[src/rtl/crring_pkg.sv]
// Shared types and constants for the chunked read completion ring.
package crring_pkg;

  localparam int unsigned OFFSET_W = 48;
  localparam int unsigned CHUNK_W  = 17;
  localparam int unsigned ERR_W    = 8;
  localparam int unsigned FIELD_SLOT_W = 3;
  localparam int unsigned RETIRED_W    = 4;
  localparam int unsigned IN_DATA_W    = 32;
  localparam int unsigned OUT_DATA_W   = 112;
  localparam int unsigned CFG_IDX_W    = 1;

  localparam logic [CHUNK_W-1:0] CHUNK_MAX = 17'h10000;
  localparam logic [CHUNK_W-1:0] CHUNK_MIN = 17'h00001;

  localparam logic [CFG_IDX_W-1:0] REG_TOTAL_LENGTH = 1'b0;
  localparam logic [CFG_IDX_W-1:0] REG_MAX_CHUNK    = 1'b1;

  typedef enum logic [1:0] {
    FN_ISSUE    = 2'd0,
    FN_COMPLETE = 2'd1,
    FN_RETIRE   = 2'd2,
    FN_UNDO     = 2'd3
  } func_t;

  typedef enum logic [2:0] {
    ST_IDLE,
    ST_EXEC,
    ST_ISSUE,
    ST_WALK,
    ST_RETIRE,
    ST_OUT
  } state_t;

endpackage

[src/rtl/chunked_read_inorder_completion_ring_top.sv]
// Chunked read completion ring: slot ring with in-order retirement and chunk issue.
//
// Takes one request at a time. A request is accepted, executed and its result held
// on the output until taken; the input is not ready meanwhile. After acceptance a
// request passes through the execute state and goes straight to the output state for
// a complete that retires nothing, a refused issue or retire, and an undo; an
// accepted issue goes through the issue state first and a retire of a slot without
// error through the retire state; a complete of the oldest outstanding slot goes
// through the walk state, which moves slots to done while the oldest outstanding one
// is done. The block is ready again in the cycle after the result is taken. The
// steps are set by the single shared 48-bit add/subtract unit (remaining-length,
// position and remaining-byte updates each take a turn) and by the walk, one slot a cycle.
module chunked_read_inorder_completion_ring_top #(
  parameter int unsigned SLOT_COUNT = 8
) (
  input  logic                                clk,
  input  logic                                rst,
  // func[1:0], slot_index[4:2], error_code[12:5], done_length[29:13], zero pad
  input  logic [crring_pkg::IN_DATA_W-1:0]    s_tdata,
  input  logic                                s_tvalid,
  output logic                                s_tready,
  // issue_accepted[0], issue_slot[3:1], read_offset[51:4], read_length[68:52],
  // retired_now[72:69], chunk_valid[73], chunk_slot[76:74], chunk_length[93:77],
  // chunk_error[101:94], sticky_error[109:102], finished[110], zero pad
  output logic [crring_pkg::OUT_DATA_W-1:0]   m_tdata,
  output logic                                m_tvalid,
  input  logic                                m_tready,
  input  logic                                cfg_we,
  input  logic [crring_pkg::CFG_IDX_W-1:0]    cfg_index,
  input  logic [crring_pkg::OFFSET_W-1:0]     cfg_data
);
  import crring_pkg::*;

  localparam int unsigned IW = $clog2(SLOT_COUNT);
  localparam int unsigned CW = $clog2(SLOT_COUNT + 1);
  localparam int unsigned SW = (IW > FIELD_SLOT_W) ? IW : FIELD_SLOT_W;
  localparam logic [IW-1:0] LAST_SLOT = IW'(SLOT_COUNT - 1);
  localparam logic [CW-1:0] FULL      = CW'(SLOT_COUNT);

  state_t state, state_next;

  logic [OFFSET_W-1:0] total_length;
  logic [CHUNK_W-1:0]  max_chunk;
  logic [OFFSET_W-1:0] read_position;
  logic [OFFSET_W-1:0] remaining_bytes;
  logic [ERR_W-1:0]    first_error;

  logic                slot_done   [SLOT_COUNT];
  logic [ERR_W-1:0]    slot_error  [SLOT_COUNT];
  logic [CHUNK_W-1:0]  slot_length [SLOT_COUNT];

  logic [IW-1:0] done_head, active_head, free_head;
  logic [CW-1:0] done_total, active_total, free_total;

  func_t               op_func;
  logic [FIELD_SLOT_W-1:0] op_slot;
  logic [ERR_W-1:0]    op_err;
  logic [CHUNK_W-1:0]  op_len;

  logic [OFFSET_W-1:0] left;
  logic [CHUNK_W-1:0]  ret_len;

  logic                    res_issue_ok;
  logic [FIELD_SLOT_W-1:0] res_issue_slot;
  logic [OFFSET_W-1:0]     res_offset;
  logic [CHUNK_W-1:0]      res_len;
  logic [CW-1:0]           res_moved;
  logic                    res_chunk_valid;
  logic [FIELD_SLOT_W-1:0] res_chunk_slot;
  logic [CHUNK_W-1:0]      res_chunk_len;
  logic [ERR_W-1:0]        res_chunk_err;

  // shared add/subtract unit
  logic [OFFSET_W-1:0] alu_a, alu_b;
  logic                alu_sub;
  logic [OFFSET_W:0]   alu_sum;

  logic [SW-1:0]       op_slot_w, active_head_w;
  logic [IW-1:0]       op_idx;
  logic                issue_ok, complete_ok, walk_start, retire_ok, undo_ok, walk_step;
  logic [CHUNK_W-1:0]  issue_len;
  logic [CHUNK_W-1:0]  cfg_chunk;
  logic                in_fire;
  logic [CW+3:0]       moved_ext;
  logic [IW+2:0]       free_head_ext, done_head_ext;

  assign in_fire = s_tvalid && s_tready;

  always_comb begin
    alu_a   = '0;
    alu_b   = '0;
    alu_sub = 1'b0;
    case (state)
      ST_EXEC: begin
        alu_a   = total_length;
        alu_b   = read_position;
        alu_sub = 1'b1;
      end
      ST_ISSUE: begin
        alu_a = read_position;
        alu_b = OFFSET_W'(issue_len);
      end
      ST_RETIRE: begin
        alu_a   = remaining_bytes;
        alu_b   = OFFSET_W'(ret_len);
        alu_sub = 1'b1;
      end
      default: begin
        alu_a = '0;
      end
    endcase
  end

  assign alu_sum = {1'b0, alu_a} + {1'b0, alu_b ^ {OFFSET_W{alu_sub}}}
                 + (OFFSET_W + 1)'(alu_sub);

  assign issue_len = ((left[OFFSET_W-1:CHUNK_W] != '0) || (left[CHUNK_W-1:0] >= max_chunk))
                   ? max_chunk : left[CHUNK_W-1:0];

  assign op_slot_w     = SW'(op_slot);
  assign active_head_w = SW'(active_head);
  assign op_idx        = op_slot_w[IW-1:0];

  assign issue_ok    = alu_sum[OFFSET_W] && (alu_sum[OFFSET_W-1:0] != '0) && (free_total != '0);
  assign complete_ok = 32'(op_slot) < SLOT_COUNT;
  assign walk_start  = complete_ok && (op_slot_w == active_head_w);
  assign retire_ok   = (remaining_bytes != '0) && (done_total != '0);
  assign undo_ok     = (active_total != '0) && (free_total < FULL);
  assign walk_step   = (active_total != '0) && slot_done[active_head];

  always_comb begin
    cfg_chunk = cfg_data[CHUNK_W-1:0];
    if (cfg_chunk == '0) begin
      cfg_chunk = CHUNK_MIN;
    end else if (cfg_chunk > CHUNK_MAX) begin
      cfg_chunk = CHUNK_MAX;
    end
  end

  always_comb begin
    state_next = state;
    case (state)
      ST_IDLE: begin
        if (in_fire) state_next = ST_EXEC;
      end
      ST_EXEC: begin
        case (op_func)
          FN_ISSUE:    state_next = issue_ok ? ST_ISSUE : ST_OUT;
          FN_COMPLETE: state_next = walk_start ? ST_WALK : ST_OUT;
          FN_RETIRE: begin
            state_next = (retire_ok && (slot_error[done_head] == '0)) ? ST_RETIRE : ST_OUT;
          end
          default:     state_next = ST_OUT;
        endcase
      end
      ST_ISSUE:  state_next = ST_OUT;
      ST_WALK:   state_next = walk_step ? ST_WALK : ST_OUT;
      ST_RETIRE: state_next = ST_OUT;
      ST_OUT: begin
        if (m_tready) state_next = ST_IDLE;
      end
      default:   state_next = ST_IDLE;
    endcase
  end

  always_comb begin
    s_tready = 1'b0;
    m_tvalid = 1'b0;
    case (state)
      ST_IDLE: s_tready = 1'b1;
      ST_OUT:  m_tvalid = 1'b1;
      default: s_tready = 1'b0;
    endcase
  end

  always_ff @(posedge clk) begin
    if (rst) begin
      state <= ST_IDLE;
    end else begin
      state <= state_next;
    end
  end

  always_ff @(posedge clk) begin
    if (in_fire) begin
      op_func    <= func_t'(s_tdata[1:0]);
      op_slot    <= s_tdata[4:2];
      op_err     <= s_tdata[12:5];
      op_len     <= s_tdata[29:13];
      res_offset <= '0;
      res_len    <= '0;
    end
    if ((state == ST_EXEC) && (op_func == FN_ISSUE)) begin
      left <= alu_sum[OFFSET_W-1:0];
    end
    if ((state == ST_EXEC) && (op_func == FN_RETIRE)) begin
      ret_len <= slot_length[done_head];
    end
    if ((state == ST_EXEC) && (op_func == FN_COMPLETE) && complete_ok && (op_err == '0)) begin
      slot_length[op_idx] <= op_len;
    end
    if (state == ST_ISSUE) begin
      res_offset <= read_position;
      res_len    <= issue_len;
    end
  end

  assign free_head_ext = {3'b000, free_head};
  assign done_head_ext = {3'b000, done_head};

  always_ff @(posedge clk) begin
    if (rst) begin
      total_length    <= '0;
      max_chunk       <= CHUNK_MAX;
      read_position   <= '0;
      remaining_bytes <= '0;
      first_error     <= '0;
      done_head       <= '0;
      active_head     <= '0;
      free_head       <= '0;
      done_total      <= '0;
      active_total    <= '0;
      free_total      <= FULL;
      res_issue_ok    <= 1'b0;
      res_issue_slot  <= '0;
      res_moved       <= '0;
      res_chunk_valid <= 1'b0;
      res_chunk_slot  <= '0;
      res_chunk_len   <= '0;
      res_chunk_err   <= '0;
      for (int i = 0; i < SLOT_COUNT; i++) begin
        slot_done[i]  <= 1'b0;
        slot_error[i] <= '0;
      end
    end else begin
      if (cfg_we) begin
        case (cfg_index)
          REG_TOTAL_LENGTH: begin
            total_length    <= cfg_data;
            remaining_bytes <= cfg_data;
            read_position   <= '0;
          end
          REG_MAX_CHUNK: max_chunk <= cfg_chunk;
          default: max_chunk <= max_chunk;
        endcase
      end
      case (state)
        ST_IDLE: begin
          if (in_fire) begin
            res_issue_ok    <= 1'b0;
            res_issue_slot  <= '0;
            res_moved       <= '0;
            res_chunk_valid <= 1'b0;
            res_chunk_slot  <= '0;
            res_chunk_len   <= '0;
            res_chunk_err   <= '0;
          end
        end
        ST_EXEC: begin
          case (op_func)
            FN_COMPLETE: begin
              if (complete_ok) begin
                slot_error[op_idx] <= op_err;
                slot_done[op_idx]  <= 1'b1;
                if ((op_err != '0) && (first_error == '0)) first_error <= op_err;
              end
            end
            FN_RETIRE: begin
              if (retire_ok) begin
                done_head       <= (done_head == LAST_SLOT) ? '0 : done_head + 1'b1;
                done_total      <= done_total - 1'b1;
                free_total      <= free_total + 1'b1;
                res_chunk_valid <= 1'b1;
                res_chunk_slot  <= done_head_ext[2:0];
                res_chunk_err   <= slot_error[done_head];
              end
            end
            FN_UNDO: begin
              if (undo_ok) begin
                free_head    <= (free_head == '0) ? LAST_SLOT : free_head - 1'b1;
                free_total   <= free_total + 1'b1;
                active_total <= active_total - 1'b1;
              end
            end
            default: begin
              res_issue_ok <= 1'b0;
            end
          endcase
        end
        ST_ISSUE: begin
          slot_done[free_head] <= 1'b0;
          free_head      <= (free_head == LAST_SLOT) ? '0 : free_head + 1'b1;
          free_total     <= free_total - 1'b1;
          active_total   <= active_total + 1'b1;
          read_position  <= alu_sum[OFFSET_W-1:0];
          res_issue_ok   <= 1'b1;
          res_issue_slot <= free_head_ext[2:0];
        end
        ST_WALK: begin
          if (walk_step) begin
            active_head  <= (active_head == LAST_SLOT) ? '0 : active_head + 1'b1;
            active_total <= active_total - 1'b1;
            done_total   <= done_total + 1'b1;
            res_moved    <= res_moved + 1'b1;
          end
        end
        ST_RETIRE: begin
          remaining_bytes <= alu_sum[OFFSET_W] ? alu_sum[OFFSET_W-1:0] : '0;
          res_chunk_len   <= ret_len;
        end
        default: begin
          res_moved <= res_moved;
        end
      endcase
    end
  end

  assign moved_ext = {4'b0000, res_moved};

  assign m_tdata = {1'b0, (remaining_bytes == '0), first_error, res_chunk_err, res_chunk_len,
                    res_chunk_slot, res_chunk_valid, moved_ext[RETIRED_W-1:0], res_len,
                    res_offset, res_issue_slot, res_issue_ok};

`ifndef SYNTH
  a_slot_conservation: assert property (@(posedge clk) disable iff (rst)
    ((CW+2)'(free_total) + (CW+2)'(active_total) + (CW+2)'(done_total))
      == (CW+2)'(SLOT_COUNT))
    else $error("slot region totals do not add up to the ring size");

  a_one_side: assert property (@(posedge clk) disable iff (rst)
    !(s_tready && m_tvalid))
    else $error("request accepted while a result is pending");

  a_return_idle: assert property (@(posedge clk) disable iff (rst)
    (m_tvalid && m_tready) |=> s_tready)
    else $error("not ready after result was taken");

  a_walk_moves: assert property (@(posedge clk) disable iff (rst)
    ((state == ST_WALK) && walk_step) |=> (done_total == $past(done_total) + 1'b1))
    else $error("walk step did not move a slot to done");
`endif

endmodule
[config.mk]
export PLATFORM = sky130hd
export DESIGN_NAME = chunked_read_inorder_completion_ring_top
export DESIGN_NICKNAME = d
export VERILOG_FILES = /design/src/rtl/crring_pkg.sv /design/src/rtl/chunked_read_inorder_completion_ring_top.sv
export SDC_FILE = /design/constraint.sdc
export NUM_CORES = 1
export LEC_CHECK = 0
export BUFFER_PORTS_ARGS = -buffer_cell sky130_fd_sc_hd__buf_4
export CAP_MARGIN = 0
export CORE_ASPECT_RATIO = 2
export CORE_MARGIN = 1.5
export CORE_UTILIZATION = 61
export DETAILED_ROUTE_END_ITERATION = 7
export PLACE_DENSITY_LB_ADDON = 0.25
export SLEW_MARGIN = 20
export SYNTH_ARGS = -nofsm -noshare
export SYNTH_HDL_FRONTEND = slang
export SYNTH_SLANG_ARGS = --single-unit
[constraint.sdc]
create_clock -name clk -period 9 [get_ports clk]
set_input_delay 1.8 -clock clk [delete_from_list [all_inputs] [get_ports clk]]
set_output_delay 1.8 -clock clk [all_outputs]
set_load 0.05 [all_outputs]
==> impl_metrics.env <==
export IMPL_arrival_ns=8.15
export IMPL_antenna_found_initial=0
export IMPL_layout_nets=2771
export IMPL_cts_tree="yes"
export IMPL_gp_congestion=1.01
export IMPL_ir_worst_vdd_uv=226
export IMPL_crit_chain="nor4_1 > nand4_1 > nor2_1 > nand3_1 > nor3_2 > buf_4 > mux2i_1 > nor2_1 > nor2_1 > a221oi_1 > inv_1 > fa_1 > and2b_1 > o31a_1 > o2111ai_2 > a31oi_1 > a211oi_2 > o221a_2 > and4b_1 > or3_1 > or4_1 > nor4_2 > nand4_2 > a221o_1"
export IMPL_dieArea_sq_mm=0.0470
export IMPL_io_buffers=196
export IMPL_ys_ff_latch=604
export IMPL_min_period_over_period_pct=85.0
export IMPL_cts_buffer_depth=3
export IMPL_combPwrFrac_pct=20.9
export IMPL_cts_sinks=604
export IMPL_max_stage_delay_ns=0.67
export IMPL_p_int_uw=4790
export IMPL_dr_pass1_iters=6
export IMPL_fin_cells=3206
export IMPL_drc=0
export IMPL_period_minus_slack_ns=7.65
export IMPL_cts_resized=0
export IMPL_grt_pass1_wl_um=126000
export IMPL_tightest_slew_ns=1.18
export IMPL_power_density_mw_per_mm2=219
export IMPL_dp_cells=3106
export IMPL_antenna_cells=0
export IMPL_fin_skew_ns=0.0196
export IMPL_seq_power_share_pct=46.1
export IMPL_status="finished clean"
export IMPL_cp_end_kind="register"
export IMPL_cp_common_cell="nor2_1"
export IMPL_grt_max_degree=110
export IMPL_syn_to_final_growth_pct=13.5
export IMPL_post_cts_buffers=0
export IMPL_cap_violations=0
export IMPL_synthesis_nets=2630
export IMPL_htree_levels=2
export IMPL_path_max_fanout=17
export IMPL_switching_share_pct=30.8
export IMPL_ctsHoldBuffers=0
export IMPL_drive_above_1_share_pct=16.6
export IMPL_fmax_mhz=131
export IMPL_avgSynthCellArea_sq_um=11.3
export IMPL_wl_per_cell_um=26.4
export IMPL_fillers=3257
export IMPL_vias_per_cell=6.67
export IMPL_totalWireLength_um=84800
export IMPL_slew_violations=0
export IMPL_antenna_left=0
export IMPL_netlist_area_sq_mm=0.0279
export IMPL_slowest_stage="nor4_1"
export IMPL_setup_viol=0
export IMPL_grt_remaining_overflow=0
export IMPL_synth_top_cells_by_area="edfxtp_1, dfxtp_1, mux4_2"
export IMPL_vias=21400
export IMPL_p_sw_uw=2140
export IMPL_clk_latency_ns=0.62
export IMPL_cts_root_buffer="clkbuf_16"
export IMPL_clockPowerShare_pct=33.1
export IMPL_dieWidth_um=154
export IMPL_start_util_pct=61.9
export IMPL_seq_area_frac_synth_pct=56.6
export IMPL_rsz0062_at_grt="no"
export IMPL_pin_count=200
export IMPL_fp_row_count=110
export IMPL_leakage_uw=0.0116
export IMPL_critical_path_required_ns=9.50
export IMPL_cts_buffers_inserted=52
export IMPL_hold_path_class="register to register"
export IMPL_synth_warnings=0
export IMPL_die_h_um=305
export IMPL_synth_top_area_cell="edfxtp_1"
export IMPL_yosysTopAreaCellShare_pct=39.7
export IMPL_synth_distinct_cells=85
export IMPL_timing_slew_headroom_pct=20.7
export IMPL_crit_type="register to register"
export IMPL_synth_cells=2461
export IMPL_tns_ns=0
export IMPL_hold_violations=0
export IMPL_drtIter0Drc=1675
export IMPL_synth_edf_count=368
export IMPL_grt_usage_pct=35.9
export IMPL_synth_ff_type="edfxtp_1"
export IMPL_async_flop_share_pct=0
export IMPL_dp_hpwl_um=60200
export IMPL_final_util_pct=70.2
export IMPL_start_kind="register"
export IMPL_path_clk_slew_ns=0.08
export IMPL_core_area_sq_mm=0.0450
export IMPL_grt_pass1_vias=21700
[final timing paths]
kind,startpoint,endpoint,slack [ns],cells after the start
hold reg to reg,total_length[7],total_length[7],0.46,2
hold / removal,total_length[7],total_length[7],0.46,2
setup / recovery,left[40],state[1],1.35,24
setup reg to reg,left[40],state[1],1.35,24
[layout by cell type, fill, tap and decap left out, types with 14 or more instances in the layout]
master	instances
nand3_1	30
nand2_1	248
inv_1	43
a21o_1	27
a221o_1	49
nor3_1	33
buf_4	235
a22o_1	46
mux2_2	26
xor2_1	21
ha_1	79
a221oi_1	19
a22oi_1	46
and2_1	115
a31oi_1	40
mux2i_1	31
xnor2_1	32
clkbuf_16	54
dfxtp_1	233
nand4_1	21
nor4_1	40
a311oi_1	18
a21oi_1	194
clkbuf_1	14
edfxtp_1	368
o21ai_0	87
mux4_2	52
nor2_1	230
[flip-flops by register name, indices dropped and copies added (netlist names), 4 cells and up, named ones only]
signal           flops
active_total         4
done_total           4
first_error          8
free_total           4
left                48
max_chunk           17
op_err               8
op_len              17
read_position       48
remaining_bytes     48
res_chunk_err        8
res_chunk_len       17
res_len             17
res_moved            4
res_offset          48
ret_len             17
slot_done            8
slot_error          64
slot_length        136
total_length        48
[power by group through the flow]
| stage | Sequential (uW) | Combinational (uW) | Clock, uW |
|---|---|---|---|
| floorplan | 3330 | 814 | 0 |
| global placement | 3240 | 1400 | 0 |
| detailed placement | 3250 | 1420 | 0 |
| CTS | 3190 | 1420 | 2310 |
| global route | 3210 | 1520 | 2410 |
| finish | 3190 | 1450 | 2290 |
[cell type report]
cell class,instances,area (sq um),share of cell area [%]
flip-flops and latches,604,15800,49.9
clock inverters,28,297,0.938
repair buffers,239,1830,5.77
inverters,44,165,0.522
multi-input cells,1661,11400,36.1
well taps,560,701,2.22
clock buffers,70,1430,4.53
[per-layer routing]
layer	GRT usage, %	part of all wire (%)	vias to the layer above
li1	-	-	9513
met1	35.8	32	10400
met2	66.4	53	1145
met3	5.30	6.6	348
met4	27.4	8.5	0
met5	0	0	-
[synth_stat cells, drive strengths merged (6+ instances only)]
library cell and n:
a211oi 13, a21o 28, a21oi 195, a221o 49, a221oi 20, a22o 46, a22oi 46, a311oi 18
a31oi 41, and2 115, and3 12, buf 35, clkbuf 117, dfxtp 236, edfxtp 368, ha 79
inv 44, mux2 26, mux2i 31, mux4 52, nand2 250, nand2b 12, nand3 30, nand3b 9
nand4 22, nor2 232, nor3 40, nor4 43, o211ai 11, o21a 6, o21ai 94, o21bai 6
or2 6, or3 10, or4 6, xnor2 32, xor2 21
[worst max-delay path: cells and delay by family (launching register included)]
| kind | cells | cell delay [ns] |
|---|---|---|
| DFF | 1 | 0.37 |
| buffers and inverters | 2 | 0.48 |
| and+or+nand+nor | 13 | 3.84 |
| adders and majority gates | 1 | 0.44 |
| AOI/OAI and AO/OA | 7 | 2.24 |
| muxes | 1 | 0.13 |
[through the flow]
step	cell area, sq um	total power (uW)	hold slack, ns	worst slack (ns)
3_3_place_gp	29900	4640	0.441	1.55
5_1_grt	31600	7140	0.473	1.05
6_report	31600	6930	0.460	1.35
2_1_floorplan	27900	4140	0.433	2.77
4_1_cts	31600	6920	0.457	1.41
3_5_place_dp	29900	4670	0.448	1.48
[cells by family (layout without fill, tap and decap cells)]
family | after synthesis | in the layout | synth area share (%)
AND/OR/NAND/NOR | 808 | 808 | 13.9
AO/OA/AOI/OAI | 607 | 607 | 14.8
multiplexers | 109 | 109 | 6.37
other | 1 | 1 | 0.0135
adder cells (fa/ha/maj) | 83 | 83 | 3.84
XOR/XNOR | 53 | 53 | 1.67
buffers and inverters | 196 | 381 | 2.74
flip-flops | 604 | 604 | 56.6
(Power assumes the default switching activity.)
